===== src/rtl/core/olist_pkg.sv =====
// Shared constants, types and the control store of the ordered list sequencer.
`timescale 1ns / 1ps

package olist_pkg;

  localparam int CAPACITY = 64;
  localparam int PTR_W    = $clog2(CAPACITY);
  localparam int LEN_W    = $clog2(CAPACITY + 1);
  localparam int WORD_W   = 32;
  localparam int FUNC_W   = 3;
  localparam int POS_W    = 7;
  localparam int STS_W    = 3;
  localparam int UPC_W    = 5;

  typedef logic [STS_W-1:0]  status_t;
  typedef logic [FUNC_W-1:0] func_t;
  typedef logic [UPC_W-1:0]  upc_t;

  // Result status codes
  localparam status_t ST_OK       = 3'd0;
  localparam status_t ST_EMPTY    = 3'd1;
  localparam status_t ST_FULL     = 3'd2;
  localparam status_t ST_BADPOS   = 3'd3;
  localparam status_t ST_NOTFOUND = 3'd4;

  // Command codes
  localparam func_t FN_LOAD    = 3'd0;
  localparam func_t FN_DISPLAY = 3'd1;
  localparam func_t FN_INSERT  = 3'd2;
  localparam func_t FN_DELETE  = 3'd3;
  localparam func_t FN_SEARCH  = 3'd4;

  // Control store addresses
  localparam upc_t UA_IDLE    = 5'd0;
  localparam upc_t UA_LD_CHK  = 5'd1;
  localparam upc_t UA_LD_WR   = 5'd2;
  localparam upc_t UA_DS_CHK  = 5'd3;
  localparam upc_t UA_DS_RD   = 5'd4;
  localparam upc_t UA_DS_OUT  = 5'd5;
  localparam upc_t UA_IN_FULL = 5'd6;
  localparam upc_t UA_IN_POS  = 5'd7;
  localparam upc_t UA_IN_RD   = 5'd8;
  localparam upc_t UA_IN_WR   = 5'd9;
  localparam upc_t UA_IN_PUT  = 5'd10;
  localparam upc_t UA_DL_CHK  = 5'd11;
  localparam upc_t UA_DL_POS  = 5'd12;
  localparam upc_t UA_DL_RD   = 5'd13;
  localparam upc_t UA_DL_WR   = 5'd14;
  localparam upc_t UA_DL_DEC  = 5'd15;
  localparam upc_t UA_SR_CHK  = 5'd16;
  localparam upc_t UA_SR_RD   = 5'd17;
  localparam upc_t UA_SR_CMP  = 5'd18;
  localparam upc_t UA_SR_NXT  = 5'd19;
  localparam upc_t UA_E_OK    = 5'd20;
  localparam upc_t UA_E_EMPTY = 5'd21;
  localparam upc_t UA_E_FULL  = 5'd22;
  localparam upc_t UA_E_BAD   = 5'd23;
  localparam upc_t UA_E_NOTF  = 5'd24;
  localparam upc_t UA_E_FOUND = 5'd25;

  // Datapath actions
  typedef enum logic [4:0] {
    A_NONE,
    A_LOADCLR,    // empty the list when first is set
    A_APPEND,     // store value at the tail, grow length
    A_IDXCLR,     // index to zero
    A_IDXLEN,     // index to length
    A_IDXPOS,     // index to position minus one
    A_IDXINC,     // index up by one
    A_RDIDX,      // read entry at index
    A_RDDEC,      // read entry below index
    A_RDINC,      // read entry above index
    A_WRUP,       // write read data at index, index down
    A_WRDN,       // write read data at index, index up
    A_INSERT,     // store value at position, grow length
    A_LENDEC,     // shrink length
    A_EMIT,       // emit status-only result
    A_EMITELEM,   // emit displayed element, index up
    A_EMITFOUND   // emit search hit at index
  } act_t;

  // Jump conditions
  typedef enum logic [3:0] {
    C_DISPATCH,
    C_ALWAYS,
    C_LOADFULL,
    C_FULL,
    C_EMPTY,
    C_BADINS,
    C_BADDEL,
    C_IDXLTPOS,
    C_SHIFTEND,
    C_IDXLTLEN,
    C_MATCH,
    C_LASTELEM
  } cnd_t;

  typedef struct packed {
    act_t    act;
    cnd_t    cnd;
    status_t sts;
    upc_t    on_true;
    upc_t    on_false;
  } uword_t;

  function automatic uword_t uw(act_t a, cnd_t c, status_t s, upc_t t, upc_t f);
    uword_t w;
    w.act      = a;
    w.cnd      = c;
    w.sts      = s;
    w.on_true  = t;
    w.on_false = f;
    return w;
  endfunction

  // Control store
  function automatic uword_t ucode(upc_t a);
    uword_t w;
    unique case (a)
      UA_IDLE:    w = uw(A_NONE,      C_DISPATCH, ST_OK, UA_IDLE,    UA_IDLE);
      UA_LD_CHK:  w = uw(A_LOADCLR,   C_LOADFULL, ST_OK, UA_E_FULL,  UA_LD_WR);
      UA_LD_WR:   w = uw(A_APPEND,    C_ALWAYS,   ST_OK, UA_E_OK,    UA_E_OK);
      UA_DS_CHK:  w = uw(A_IDXCLR,    C_EMPTY,    ST_OK, UA_E_EMPTY, UA_DS_RD);
      UA_DS_RD:   w = uw(A_RDIDX,     C_ALWAYS,   ST_OK, UA_DS_OUT,  UA_DS_OUT);
      UA_DS_OUT:  w = uw(A_EMITELEM,  C_LASTELEM, ST_OK, UA_IDLE,    UA_DS_RD);
      UA_IN_FULL: w = uw(A_IDXLEN,    C_FULL,     ST_OK, UA_E_FULL,  UA_IN_POS);
      UA_IN_POS:  w = uw(A_NONE,      C_BADINS,   ST_OK, UA_E_BAD,   UA_IN_RD);
      UA_IN_RD:   w = uw(A_RDDEC,     C_IDXLTPOS, ST_OK, UA_IN_PUT,  UA_IN_WR);
      UA_IN_WR:   w = uw(A_WRUP,      C_ALWAYS,   ST_OK, UA_IN_RD,   UA_IN_RD);
      UA_IN_PUT:  w = uw(A_INSERT,    C_ALWAYS,   ST_OK, UA_E_OK,    UA_E_OK);
      UA_DL_CHK:  w = uw(A_IDXPOS,    C_EMPTY,    ST_OK, UA_E_EMPTY, UA_DL_POS);
      UA_DL_POS:  w = uw(A_NONE,      C_BADDEL,   ST_OK, UA_E_BAD,   UA_DL_RD);
      UA_DL_RD:   w = uw(A_RDINC,     C_SHIFTEND, ST_OK, UA_DL_DEC,  UA_DL_WR);
      UA_DL_WR:   w = uw(A_WRDN,      C_ALWAYS,   ST_OK, UA_DL_RD,   UA_DL_RD);
      UA_DL_DEC:  w = uw(A_LENDEC,    C_ALWAYS,   ST_OK, UA_E_OK,    UA_E_OK);
      UA_SR_CHK:  w = uw(A_IDXCLR,    C_EMPTY,    ST_OK, UA_E_EMPTY, UA_SR_RD);
      UA_SR_RD:   w = uw(A_RDIDX,     C_ALWAYS,   ST_OK, UA_SR_CMP,  UA_SR_CMP);
      UA_SR_CMP:  w = uw(A_IDXINC,    C_MATCH,    ST_OK, UA_E_FOUND, UA_SR_NXT);
      UA_SR_NXT:  w = uw(A_NONE,      C_IDXLTLEN, ST_OK, UA_SR_RD,   UA_E_NOTF);
      UA_E_OK:    w = uw(A_EMIT,      C_ALWAYS,   ST_OK,       UA_IDLE, UA_IDLE);
      UA_E_EMPTY: w = uw(A_EMIT,      C_ALWAYS,   ST_EMPTY,    UA_IDLE, UA_IDLE);
      UA_E_FULL:  w = uw(A_EMIT,      C_ALWAYS,   ST_FULL,     UA_IDLE, UA_IDLE);
      UA_E_BAD:   w = uw(A_EMIT,      C_ALWAYS,   ST_BADPOS,   UA_IDLE, UA_IDLE);
      UA_E_NOTF:  w = uw(A_EMIT,      C_ALWAYS,   ST_NOTFOUND, UA_IDLE, UA_IDLE);
      UA_E_FOUND: w = uw(A_EMITFOUND, C_ALWAYS,   ST_OK,       UA_IDLE, UA_IDLE);
      default:    w = uw(A_NONE,      C_ALWAYS,   ST_OK,       UA_IDLE, UA_IDLE);
    endcase
    return w;
  endfunction

  // Entry point of each command routine; unused codes answer plain ok
  function automatic upc_t dispatch(func_t f);
    upc_t a;
    unique case (f)
      FN_LOAD:    a = UA_LD_CHK;
      FN_DISPLAY: a = UA_DS_CHK;
      FN_INSERT:  a = UA_IN_FULL;
      FN_DELETE:  a = UA_DL_CHK;
      FN_SEARCH:  a = UA_SR_CHK;
      default:    a = UA_E_OK;
    endcase
    return a;
  endfunction

endpackage


===== src/rtl/core/olist_if.sv =====
// Command and result channel interfaces of the ordered list block.
`timescale 1ns / 1ps

interface olist_req_if import olist_pkg::*; ();
  logic                     valid;
  logic                     ready;
  logic [FUNC_W-1:0]        func;
  logic signed [WORD_W-1:0] value;
  logic [POS_W-1:0]         position;
  logic                     first;

  modport source (output valid, func, value, position, first, input ready);
  modport sink   (input valid, func, value, position, first, output ready);
endinterface

interface olist_rsp_if import olist_pkg::*; ();
  logic                     valid;
  logic                     ready;
  logic [STS_W-1:0]         status;
  logic signed [WORD_W-1:0] element;
  logic [POS_W-1:0]         found_at;
  logic [POS_W-1:0]         length;
  logic                     last;

  modport source (output valid, status, element, found_at, length, last, input ready);
  modport sink   (input valid, status, element, found_at, length, last, output ready);
endinterface


===== src/rtl/core/ordered_list_insert_delete_search.sv =====
// Ordered list with load, display, insert, delete and search, run by a microcoded sequencer.
// Insert and delete shift the entries behind the position one at a time, and search reads
// and compares one entry at a time until a hit or the end of the list. Empty, full and
// bad-position cases answer with a status only; display gives one result per element.
// A held result stalls the sequencer on its emit step.
// One command at a time. Reset (rst, synchronous) empties the list; store contents stay.
`timescale 1ns / 1ps

module ordered_list_insert_delete_search import olist_pkg::*; (
  input  logic  clk,
  input  logic  rst,
  olist_req_if.sink   req,
  olist_rsp_if.source rsp
);

  // Sequencer and datapath registers
  upc_t                     upc, upc_next;
  logic [LEN_W-1:0]         len;
  logic [LEN_W-1:0]         idx;
  logic signed [WORD_W-1:0] cmd_value;
  logic [POS_W-1:0]         cmd_pos;
  logic                     cmd_first;
  logic [WORD_W-1:0]        rd_data;
  logic [WORD_W-1:0]        mem [CAPACITY];

  uword_t           w;
  logic             out_free;
  logic             is_emit;
  logic             stall;
  logic             cond;
  logic             accept;
  logic [POS_W-1:0] pos_m1;
  logic [LEN_W:0]   len_p1;
  logic [LEN_W:0]   idx_p1;
  logic             wr_en;
  logic [PTR_W-1:0] wr_addr;
  logic [WORD_W-1:0] wr_data;
  logic             rd_en;
  logic [PTR_W-1:0] rd_addr;

  // Decode the current control word
  always_comb begin
    w        = ucode(upc);
    out_free = !rsp.valid || rsp.ready;
    is_emit  = (w.act == A_EMIT) || (w.act == A_EMITELEM) || (w.act == A_EMITFOUND);
    stall    = is_emit && !out_free;
    pos_m1   = cmd_pos - POS_W'(1);
    len_p1   = {1'b0, len} + (LEN_W+1)'(1);
    idx_p1   = {1'b0, idx} + (LEN_W+1)'(1);
  end

  assign req.ready = (w.cnd == C_DISPATCH);
  assign accept    = req.valid && req.ready;

  // Evaluate the jump condition
  always_comb begin
    unique case (w.cnd)
      C_DISPATCH: cond = 1'b0;
      C_ALWAYS:   cond = 1'b1;
      C_LOADFULL: cond = !cmd_first && (len >= LEN_W'(CAPACITY));
      C_FULL:     cond = (len >= LEN_W'(CAPACITY));
      C_EMPTY:    cond = (len == '0);
      C_BADINS:   cond = (cmd_pos == '0) || ((LEN_W+1)'(cmd_pos) > len_p1);
      C_BADDEL:   cond = (cmd_pos == '0) || ((LEN_W+1)'(cmd_pos) > {1'b0, len});
      C_IDXLTPOS: cond = ({1'b0, idx} < (LEN_W+1)'(cmd_pos));
      C_SHIFTEND: cond = (idx_p1 >= {1'b0, len});
      C_IDXLTLEN: cond = (idx < len);
      C_MATCH:    cond = (rd_data == cmd_value);
      C_LASTELEM: cond = (idx_p1 == {1'b0, len});
      default:    cond = 1'b1;
    endcase
  end

  // Select the next step
  always_comb begin
    if (w.cnd == C_DISPATCH) begin
      upc_next = req.valid ? dispatch(req.func) : UA_IDLE;
    end else if (stall) begin
      upc_next = upc;
    end else begin
      upc_next = cond ? w.on_true : w.on_false;
    end
  end

  // Store port controls
  always_comb begin
    wr_en   = 1'b0;
    wr_addr = idx[PTR_W-1:0];
    wr_data = rd_data;
    rd_en   = 1'b0;
    rd_addr = idx[PTR_W-1:0];
    unique case (w.act)
      A_APPEND: begin
        wr_en   = 1'b1;
        wr_addr = len[PTR_W-1:0];
        wr_data = cmd_value;
      end
      A_INSERT: begin
        wr_en   = 1'b1;
        wr_addr = pos_m1[PTR_W-1:0];
        wr_data = cmd_value;
      end
      A_WRUP, A_WRDN: wr_en = 1'b1;
      A_RDIDX:        rd_en = 1'b1;
      A_RDDEC: begin
        rd_en   = 1'b1;
        rd_addr = idx[PTR_W-1:0] - PTR_W'(1);
      end
      A_RDINC: begin
        rd_en   = 1'b1;
        rd_addr = idx[PTR_W-1:0] + PTR_W'(1);
      end
      default: ;
    endcase
  end

  // Element store with registered read
  always_ff @(posedge clk) begin
    if (wr_en) begin
      mem[wr_addr] <= wr_data;
    end
    if (rd_en) begin
      rd_data <= mem[rd_addr];
    end
  end

  // Latch the command on accept
  always_ff @(posedge clk) begin
    if (accept) begin
      cmd_value <= req.value;
      cmd_pos   <= req.position;
      cmd_first <= req.first;
    end
  end

  // Sequencer, length and index
  always_ff @(posedge clk) begin
    if (rst) begin
      upc <= UA_IDLE;
      len <= '0;
      idx <= '0;
    end else begin
      upc <= upc_next;
      if (!stall) begin
        unique case (w.act)
          A_LOADCLR:   if (cmd_first) len <= '0;
          A_APPEND:    len <= len + LEN_W'(1);
          A_INSERT:    len <= len + LEN_W'(1);
          A_LENDEC:    len <= len - LEN_W'(1);
          A_IDXCLR:    idx <= '0;
          A_IDXLEN:    idx <= len;
          A_IDXPOS:    idx <= LEN_W'(pos_m1);
          A_IDXINC:    idx <= idx + LEN_W'(1);
          A_WRUP:      idx <= idx - LEN_W'(1);
          A_WRDN:      idx <= idx + LEN_W'(1);
          A_EMITELEM:  idx <= idx + LEN_W'(1);
          default: ;
        endcase
      end
    end
  end

  // Output register: hold until taken, load on emit steps
  always_ff @(posedge clk) begin
    if (rst) begin
      rsp.valid <= 1'b0;
    end else if (is_emit && out_free) begin
      rsp.valid <= 1'b1;
    end else if (rsp.ready) begin
      rsp.valid <= 1'b0;
    end
  end

  always_ff @(posedge clk) begin
    if (is_emit && out_free) begin
      rsp.status <= w.sts;
      rsp.length <= POS_W'(len);
      unique case (w.act)
        A_EMITELEM: begin
          rsp.element  <= rd_data;
          rsp.found_at <= POS_W'(idx_p1);
          rsp.last     <= (idx_p1 == {1'b0, len});
        end
        A_EMITFOUND: begin
          rsp.element  <= '0;
          rsp.found_at <= POS_W'(idx);
          rsp.last     <= 1'b1;
        end
        default: begin
          rsp.element  <= '0;
          rsp.found_at <= '0;
          rsp.last     <= 1'b1;
        end
      endcase
    end
  end

endmodule

===== src/flat_wrapper.sv =====
// flat-port wrapper written by rule: the top's interface ports become plain ports
module ordered_list_insert_delete_search_flat import olist_pkg::*;
  (clk, rst, req_valid, req_func, req_value, req_position, req_first, req_ready, rsp_valid, rsp_status, rsp_element, rsp_found_at, rsp_length, rsp_last, rsp_ready);
  olist_req_if req_i ();
  olist_rsp_if rsp_i ();
  input  logic clk;
  input  logic rst;
  input wire logic [$bits(req_i.valid)-1:0] req_valid;
  input wire logic [$bits(req_i.func)-1:0] req_func;
  input wire logic [$bits(req_i.value)-1:0] req_value;
  input wire logic [$bits(req_i.position)-1:0] req_position;
  input wire logic [$bits(req_i.first)-1:0] req_first;
  output wire logic [$bits(req_i.ready)-1:0] req_ready;
  output wire logic [$bits(rsp_i.valid)-1:0] rsp_valid;
  output wire logic [$bits(rsp_i.status)-1:0] rsp_status;
  output wire logic [$bits(rsp_i.element)-1:0] rsp_element;
  output wire logic [$bits(rsp_i.found_at)-1:0] rsp_found_at;
  output wire logic [$bits(rsp_i.length)-1:0] rsp_length;
  output wire logic [$bits(rsp_i.last)-1:0] rsp_last;
  input wire logic [$bits(rsp_i.ready)-1:0] rsp_ready;
  assign req_i.valid = req_valid;
  assign req_i.func = req_func;
  assign req_i.value = req_value;
  assign req_i.position = req_position;
  assign req_i.first = req_first;
  assign req_ready = req_i.ready;
  assign rsp_valid = rsp_i.valid;
  assign rsp_status = rsp_i.status;
  assign rsp_element = rsp_i.element;
  assign rsp_found_at = rsp_i.found_at;
  assign rsp_length = rsp_i.length;
  assign rsp_last = rsp_i.last;
  assign rsp_i.ready = rsp_ready;
  ordered_list_insert_delete_search u_core (.clk(clk), .rst(rst), .req(req_i), .rsp(rsp_i));
endmodule

===== config.mk =====
export PLATFORM = sky130hd
export DESIGN_NAME = ordered_list_insert_delete_search_flat
export DESIGN_NICKNAME = d
export VERILOG_FILES = /design/src/rtl/core/olist_pkg.sv /design/src/rtl/core/olist_if.sv /design/src/rtl/core/ordered_list_insert_delete_search.sv /design/src/flat_wrapper.sv
export SDC_FILE = /design/constraint.sdc
export NUM_CORES = 2
export LEC_CHECK = 0
export ABC_AREA = 0
export BUFFER_PORTS_ARGS = -buffer_cell sky130_fd_sc_hd__buf_2
export CAP_MARGIN = 20
export CORE_MARGIN = 10
export CORE_UTILIZATION = 57
export CTS_CLUSTER_SIZE = 25
export DETAILED_ROUTE_END_ITERATION = 6
export PLACE_DENSITY = 0.76
export SLEW_MARGIN = 25
export SYNTH_ARGS = -nofsm -noshare
export SYNTH_HDL_FRONTEND = slang
export SYNTH_SLANG_ARGS = --single-unit

===== constraint.sdc =====
create_clock -name clk -period 4.5 [get_ports clk]
set_input_delay 0.9 -clock clk [delete_from_list [all_inputs] [get_ports clk]]
set_output_delay 0.9 -clock clk [all_outputs]
set_load 0.03 [all_outputs]

* Word-level counts from Yosys, hierarchy flattened
Memory sizes are Yosys's and may differ from the RTL's. A register that Yosys moved wholly into a read port is not among the register bits.
Index checks and enable logic that the tools add are counted.
** Storage, ports and cells
- Bits in registers :: 110
- RAM bits :: 2048
- Output and inout bits :: 52
- Memories :: 2
- ROM bits :: 704
** Operators by class
- Equal/unequal tests :: 34
- Bitwise operators :: 1
- Order comparisons :: 6
- Add/subtract/negate cells :: 9
- Reductions and logical operators :: 25
- Multiplexer cells :: 21
** Memory list
- u_core.mem :: depth 64, bits a word 32, rd ports 1, clocked after Yosys merged registers in 1, wr ports 1, RTL line ordered_list_insert_delete_search.sv:24 : logic [WORD_W-1:0] mem [CAPACITY];
- (no name shown) :: depth 32, bits a word 22, rd ports 1, clocked after Yosys merged registers in 1, wr ports 0, RTL line olist_pkg.sv:119 : unique case (a)
** Operator list (count)
- $eq 5x4->1 const B :: 8
- $pmux 7 s5 :: 1
- $eq 32x32->1 :: 1
- $mux 32 :: 1
- $mux 5 :: 6
- $pmux 5 s5 :: 1
- $pmux 6 s2 :: 2
- $pmux 7 s3 :: 1
- $sub 7x1->7 const B :: 3
- $eq 5x3->1 const B :: 4
- $add 7x1->8 const B :: 2
- $eq 4x3->1 const B :: 4
- $eq 4x4->1 const B :: 4
- $add 7x1->7 const B :: 2
- $logic_not 7->1 :: 2
- $lt 7x7->1 :: 2
- $pmux 7 s2 :: 1
- $pmux 1 s11 :: 1
- $eq 5x2->1 const B :: 2
- $eq 4x2->1 const B :: 2
- $eq 8x7->1 :: 1
- $ge 8x7->1 :: 1
- $gt 7x8->1 :: 1
- $ge 7x7->1 const B :: 1
- other kinds (25) :: 42

* Logic depth before layout (Yosys ltp)
- Depth in word-level cells :: 9
- Mapped depth :: 22

* Worst setup path after synthesis
Ideal clock, no wire load.
- Path kind :: reg2reg
- From :: register u_core.len[0]
- To :: register u_core.w[6] (netlist name)
- Period minus slack after synthesis :: 4489 ps
- Arrival :: 4432 ps
- Library setup time :: 57 ps
- Path slack :: 11 ps
- Stages on the path, launching flop included :: 23
- Data required time :: 4443 ps
- Cell sequence :: dfxtp_1 ha_1 and3_1 nand3_1 xnor2_1 ha_1 nand3_1 nor2_1 a221o_1 a2bb2oi_1 and3_1 clkbuf_1 a21oi_1 a41oi_1 and2_1 clkbuf_1 ha_1 nand3_1 or4b_2 nand3_1 a211oi_1 a211oi_1 a21o_1
** Between the ends
- Longest elaborated chain between the ends :: 9
- Elaborated cells between the ends (all ways) :: 17
- Those cells by class :: add/sub: 1; order compare: 5; eq/ne: 1; mux: 6; reduce/logical: 4
** Ends and longest elaborated chain
- from (decl) :: RTL line ordered_list_insert_delete_search.sv:18 : logic [LEN_W-1:0] len;
- from (signal assigned) :: RTL line ordered_list_insert_delete_search.sv:147 : A_APPEND: len <= len + LEN_W'(1);
- from (signal assigned) :: RTL line ordered_list_insert_delete_search.sv:148 : A_INSERT: len <= len + LEN_W'(1);
- from (signal assigned) :: RTL line ordered_list_insert_delete_search.sv:149 : A_LENDEC: len <= len - LEN_W'(1);
- $add 7x1->8 :: RTL line ordered_list_insert_delete_search.sv:48 : len_p1 = {1'b0, len} + (LEN_W+1)'(1);
- $gt 7x8->1 :: RTL line ordered_list_insert_delete_search.sv:63 : C_BADINS: cond = (cmd_pos == '0) || ((LEN_W+1)'(cmd_pos) > len_p1);
- $logic_or 1x1->1 :: RTL line ordered_list_insert_delete_search.sv:63
- $pmux 1 s11 * :: RTL line ordered_list_insert_delete_search.sv:57 : unique case (w.cnd)
- $mux 5 * :: RTL line ordered_list_insert_delete_search.sv:81 : upc_next = cond ? w.on_true : w.on_false;
- $mux 5 * :: RTL line ordered_list_insert_delete_search.sv:78 : end else if (stall) begin
- $mux 5 * :: RTL line ordered_list_insert_delete_search.sv:76 : if (w.cnd == C_DISPATCH) begin
- $mux 5 (no line) * (2 in a row)
Mark *: on every way between the ends. The rest lies on a longest branch, timed or not. The select of a mux whose other input is x is not followed.
A chain may end at the register's enable or synchronous reset.

* Worst setup path after layout
- From :: register u_core.w[19] (netlist name)
- To :: register u_core.rd_data[8] (read register of u_core.mem) (data pin)
** Between the ends
- Longest elaborated chain between the ends :: 3
- Elaborated cells between the ends (all ways) :: 6
- Those cells by class :: eq/ne: 3; mux: 2; reduce/logical: 1
** Ends and longest elaborated chain
- $eq 5x3->1 or $eq 5x4->1 (tied branches) :: RTL line ordered_list_insert_delete_search.sv:92 : unique case (w.act)
- $reduce_or 3->1 (no line)
- $mux 1 :: RTL line ordered_list_insert_delete_search.sv:92
- to (decl) :: RTL line ordered_list_insert_delete_search.sv:23 : logic [WORD_W-1:0] rd_data;
Several ways; a longest one is shown, not always the timed one.

==> key figures <==
Status
  – Outcome: finished with violations
  – Failing checks: DRC

Placement
  – Port bufs: a little under 100
  – Placed cell areas: around 0.094 sq mm
  – Gpl congestion: about 0.90
  – Post-Place Cells: slightly below 7,000
  – Post-DP HPWL: around 130 mm

Logic synthesis
  – Cells after Synth: around 4,500
  – Yosys warns: 0
  – Sequential share of the synthesized area: 0.752
  – Post-synth EDFFs: approximately 2,200
  – Mapped Nets: around 4,600
  – Post-Syn Area per Cell: roughly 19 sq um
  – Synth unique cells: 67
  – Cell area after synthesis: around 0.09 sq mm
  – Yosys reg bits: ~2,200
  – Post-synth ARST share: 0
  – Ys flop type: edfxtp_1

Worst setup path
  – Reg-to-reg endpoint: u_core.rd_data[8]$_DFFE_PP_
  – Critical Path Fanout Max: 47
  – Worst setup startpoint: u_core.w[19]$_DFF_P_
  – Critical Path End: u_core.rd_data[8]$_DFFE_PP_
  – Worst stage delay on the critical path: 0.46 ns
  – Reg2Reg Setup Slack: 0.19 ns
  – Setup CP Type: register to register
  – Origin of the critical flop-to-flop path: u_core.w[19]$_DFF_P_
  – Worst Path Required: between 5 and 6 ns
  – Startpoint types: register
  – Crit path DAT: around 4.9 ns
  – Worst-path cell chain: nand2b_1 -> nor3_4 -> nand2_1 -> inv_1 -> fa_1 -> a21oi_4 -> buf_12 -> buf_4 -> mux4_2 -> and2_1 -> a211oi_1 -> a311oi_1 -> a211oi_1 -> buf_4 -> a21oi_1
  – CP max-delay cell: fa_1
  – Reg2reg path depth: 15
  – Setup crit end kind: register

Routing
  – Routed length per placed instance: ~33 um
  – Iteration-0 DRC Markers: between 6,000 and 7,000
  – Total wire length: around 230 mm
  – Vias post-DR: 47,313
  – Drt pass-1 iters: 7
  – Vias/cell: around 6.7
  – DRC viols: 2
  – Antenna viol nets, final: 0

Timing
  – Period minus WS final: approximately 4.3 ns
  – Final hold vios: 0
  – Final Skew: between 0.06 and 0.07 ns
  – Final setup violating endpoints: 0
  – Max Clk Rate: roughly 230 MHz
  – Final slew viol count: 0
  – Worst slew pin tran: 1.12 ns
  – Setup TNS: 0 ns
  – Relative slew slack: 0.250
  – RSZ-0062 raised after global routing: no
  – Fin crit share: 0.957

Finish
  – Fin area: approximately 0.1 sq mm
  – Nets@finish: roughly 5,000
  – Final Non-Filler Cells: around 7,100
  – Fin util: 0.659
  – Most frequent cells in the layout: edfxtp_1, mux4_2, nand2_1
  – Share of cells above drive strength 1: 0.269
  – P&R area growth vs syn: 14.5%
  – Commonest non-fill, non-tap cell in the layout: edfxtp_1
  – Filler Cell Count: 9,512

GRT
  – Vias in the first global route: 48,332
  – GRT Total Usage: 0.272
  – Grt ovf: 0
  – Antenna violations before repair: 14
  – First-pass GRT wire length: about 330 mm
  – Largest net degree at the start of global routing: just over 70

Floorplan
  – Die H: roughly 410 um
  – Die area: 0.170 sq mm
  – Die width: about 410 um
  – Row count: about 140
  – # IOs: slightly below 100
  – Core area: between 0.15 and 0.2 sq mm
  – Initial Utilization: 0.576

Clock network
  – Clock Latency Late Sink: around 0.85 ns
  – Clk sinks: roughly 2,200
  – Root Buffer: clkbuf_16
  – H-tree depth: 4
  – Worst-path clk slew: 0.06 ns
  – Hold bufs inserted after CTS: 0
  – CTS tree: yes
  – Total CTS buffers: about 210
  – Clock Tree Buf Depth: 3

Min path
  – Hold/Removal Path Class: primary input to register

Job
  – Max Cap Viol: 0

Power and ir drop
  – Peak VDD IR: around 0.00048 V
  – Leak: approximately 33 nW
  – PwrDens: about 530 mW/mm^2
==> kinds of logic (layout without fill, tap and decap cells) <==
| family | after synthesis | count (layout) | share of synthesized area |
|---|---|---|---|
| DFF | 2212 | 2212 | 0.752 |
| and+or+nand+nor | 818 | 818 | 0.0425 |
| buffers and inverters | 307 | 868 | 0.0150 |
| other | 0 | 1 | 0 |
| muxes | 522 | 522 | 0.133 |
| adders and majority gates | 65 | 65 | 0.00952 |
| AOI/OAI and AO/OA | 525 | 525 | 0.0417 |
| xor gates and xnor gates | 66 | 66 | 0.00667 |
==> final cells by class <==
class                   count  area [sq um]  area share
flip-flops and latches   2212         66000       0.657
multi-input cells        1996         21200       0.211
clock buffers             254          5440      0.0542
repair buffers            439          4080      0.0406
well taps                2030          2540      0.0253
clock inverters           127          1050      0.0104
inverters                  48           180     0.00179
diodes                      1          2.50   0.0000249
==> per-layer routing <==
layer,vias up,track usage,routed length (um)
li1,19179,-,-
met3,613,0.0696,25900
met2,3145,0.446,115000
met5,-,0,110
met4,16,0.127,12300
met1,24360,0.340,78700
==> repair_timing <==
| item | 4_1_cts | 5_1_grt |
|---|---|---|
| setup endpoints to repair | 0 | 3 |
| resized for setup | 0 | 8 |
| setup buffers | 0 | 0 |
==> critical path: cells and delay by family (launching register included) <==
| family | cells | cell delay [ns] |
|---|---|---|
| compound gates | 5 | 1.19 |
| simple gates | 4 | 0.68 |
| buf+inv | 4 | 1.00 |
| mux | 1 | 0.32 |
| fa+ha+maj | 1 | 0.46 |
| flops | 1 | 0.31 |
==> synthesized netlist by cell type, drive strengths merged, types with 4 or more instances <==
cell / n / area share
nor4: 9 / 0.00064
dfxtp: 42 / 0.0096
and2: 165 / 0.012
clkbuf: 149 / 0.0064
and3: 9 / 0.00064
nor2: 132 / 0.0056
mux4: 512 / 0.13
mux2i: 8 / 0.00091
a22oi: 10 / 0.00086
a31oi: 67 / 0.0048
edfxtp: 2170 / 0.74
nand3: 29 / 0.0017
inv: 48 / 0.0021
o22ai: 7 / 0.00050
a21oi: 110 / 0.0063
nand2b: 14 / 0.0010
a211oi: 167 / 0.014
ha: 62 / 0.0088
nand2: 415 / 0.018
buf: 110 / 0.0065
a22o: 4 / 0.00040
xnor2: 23 / 0.0024
o21ai: 30 / 0.0017
a311oi: 67 / 0.0068
nor3: 15 / 0.00098
xor2: 43 / 0.0043
nand4: 6 / 0.00043
a222oi: 7 / 0.00080
a21o: 18 / 0.0015
nor2b: 12 / 0.00086
o211ai: 8 / 0.00068
==> how the worst min path moves through the flow <==
stage          slack, ns                              to  depth (start not counted)                     from
3_5_place_dp        0.39  u_core.rsp.status[1]$_DFFE_PP_                          0  u_core.w[11]$_SDFF_PP0_
5_1_grt             0.21  u_core.cmd_value[15]$_DFFE_PP_                          1            req_value[15]
3_3_place_gp        0.39  u_core.rsp.status[0]$_DFFE_PP_                          0  u_core.w[10]$_SDFF_PP0_
2_1_floorplan       0.39  u_core.rsp.status[0]$_DFFE_PP_                          0  u_core.w[10]$_SDFF_PP0_
4_1_cts             0.19  u_core.cmd_value[15]$_DFFE_PP_                          1            req_value[15]
6_report            0.23  u_core.cmd_value[22]$_DFFE_PP_                          1            req_value[22]
==> sequential cells by signal, summed over array words and instances, names as in the netlist, 3 cells and up <==
register,flops
u_core.cmd_pos,7
u_core.cmd_value,32
u_core.idx,7
u_core.len,7
u_core.mem,2048
u_core.rd_data,32
u_core.rsp.element,32
u_core.rsp.found_at,7
u_core.rsp.length,7
u_core.rsp.status,3
u_core.upc,5
u_core.w,22
==> per-stage QoR <==
step	power (W)	setup slack, ns	hold WS, ns
after floorplan	0.0318	0.0108	0.386
after global placement	0.0360	0.0778	0.391
after detailed placement	0.0363	0.140	0.389
after CTS	0.0529	0.0966	0.186
after global routing	0.0544	0.00164	0.208
final	0.0530	0.193	0.233
==> report_power, final <==
part | leakage (nW) | switching (W) | internal (W) | total, W
clock | 3.19 | 0.00751 | 0.00938 | 0.0169
combinational | 9.47 | 0.00734 | 0.00312 | 0.0105
sequential | 19.8 | 0.000262 | 0.0254 | 0.0256
Power figures use the tool's default switching activity.
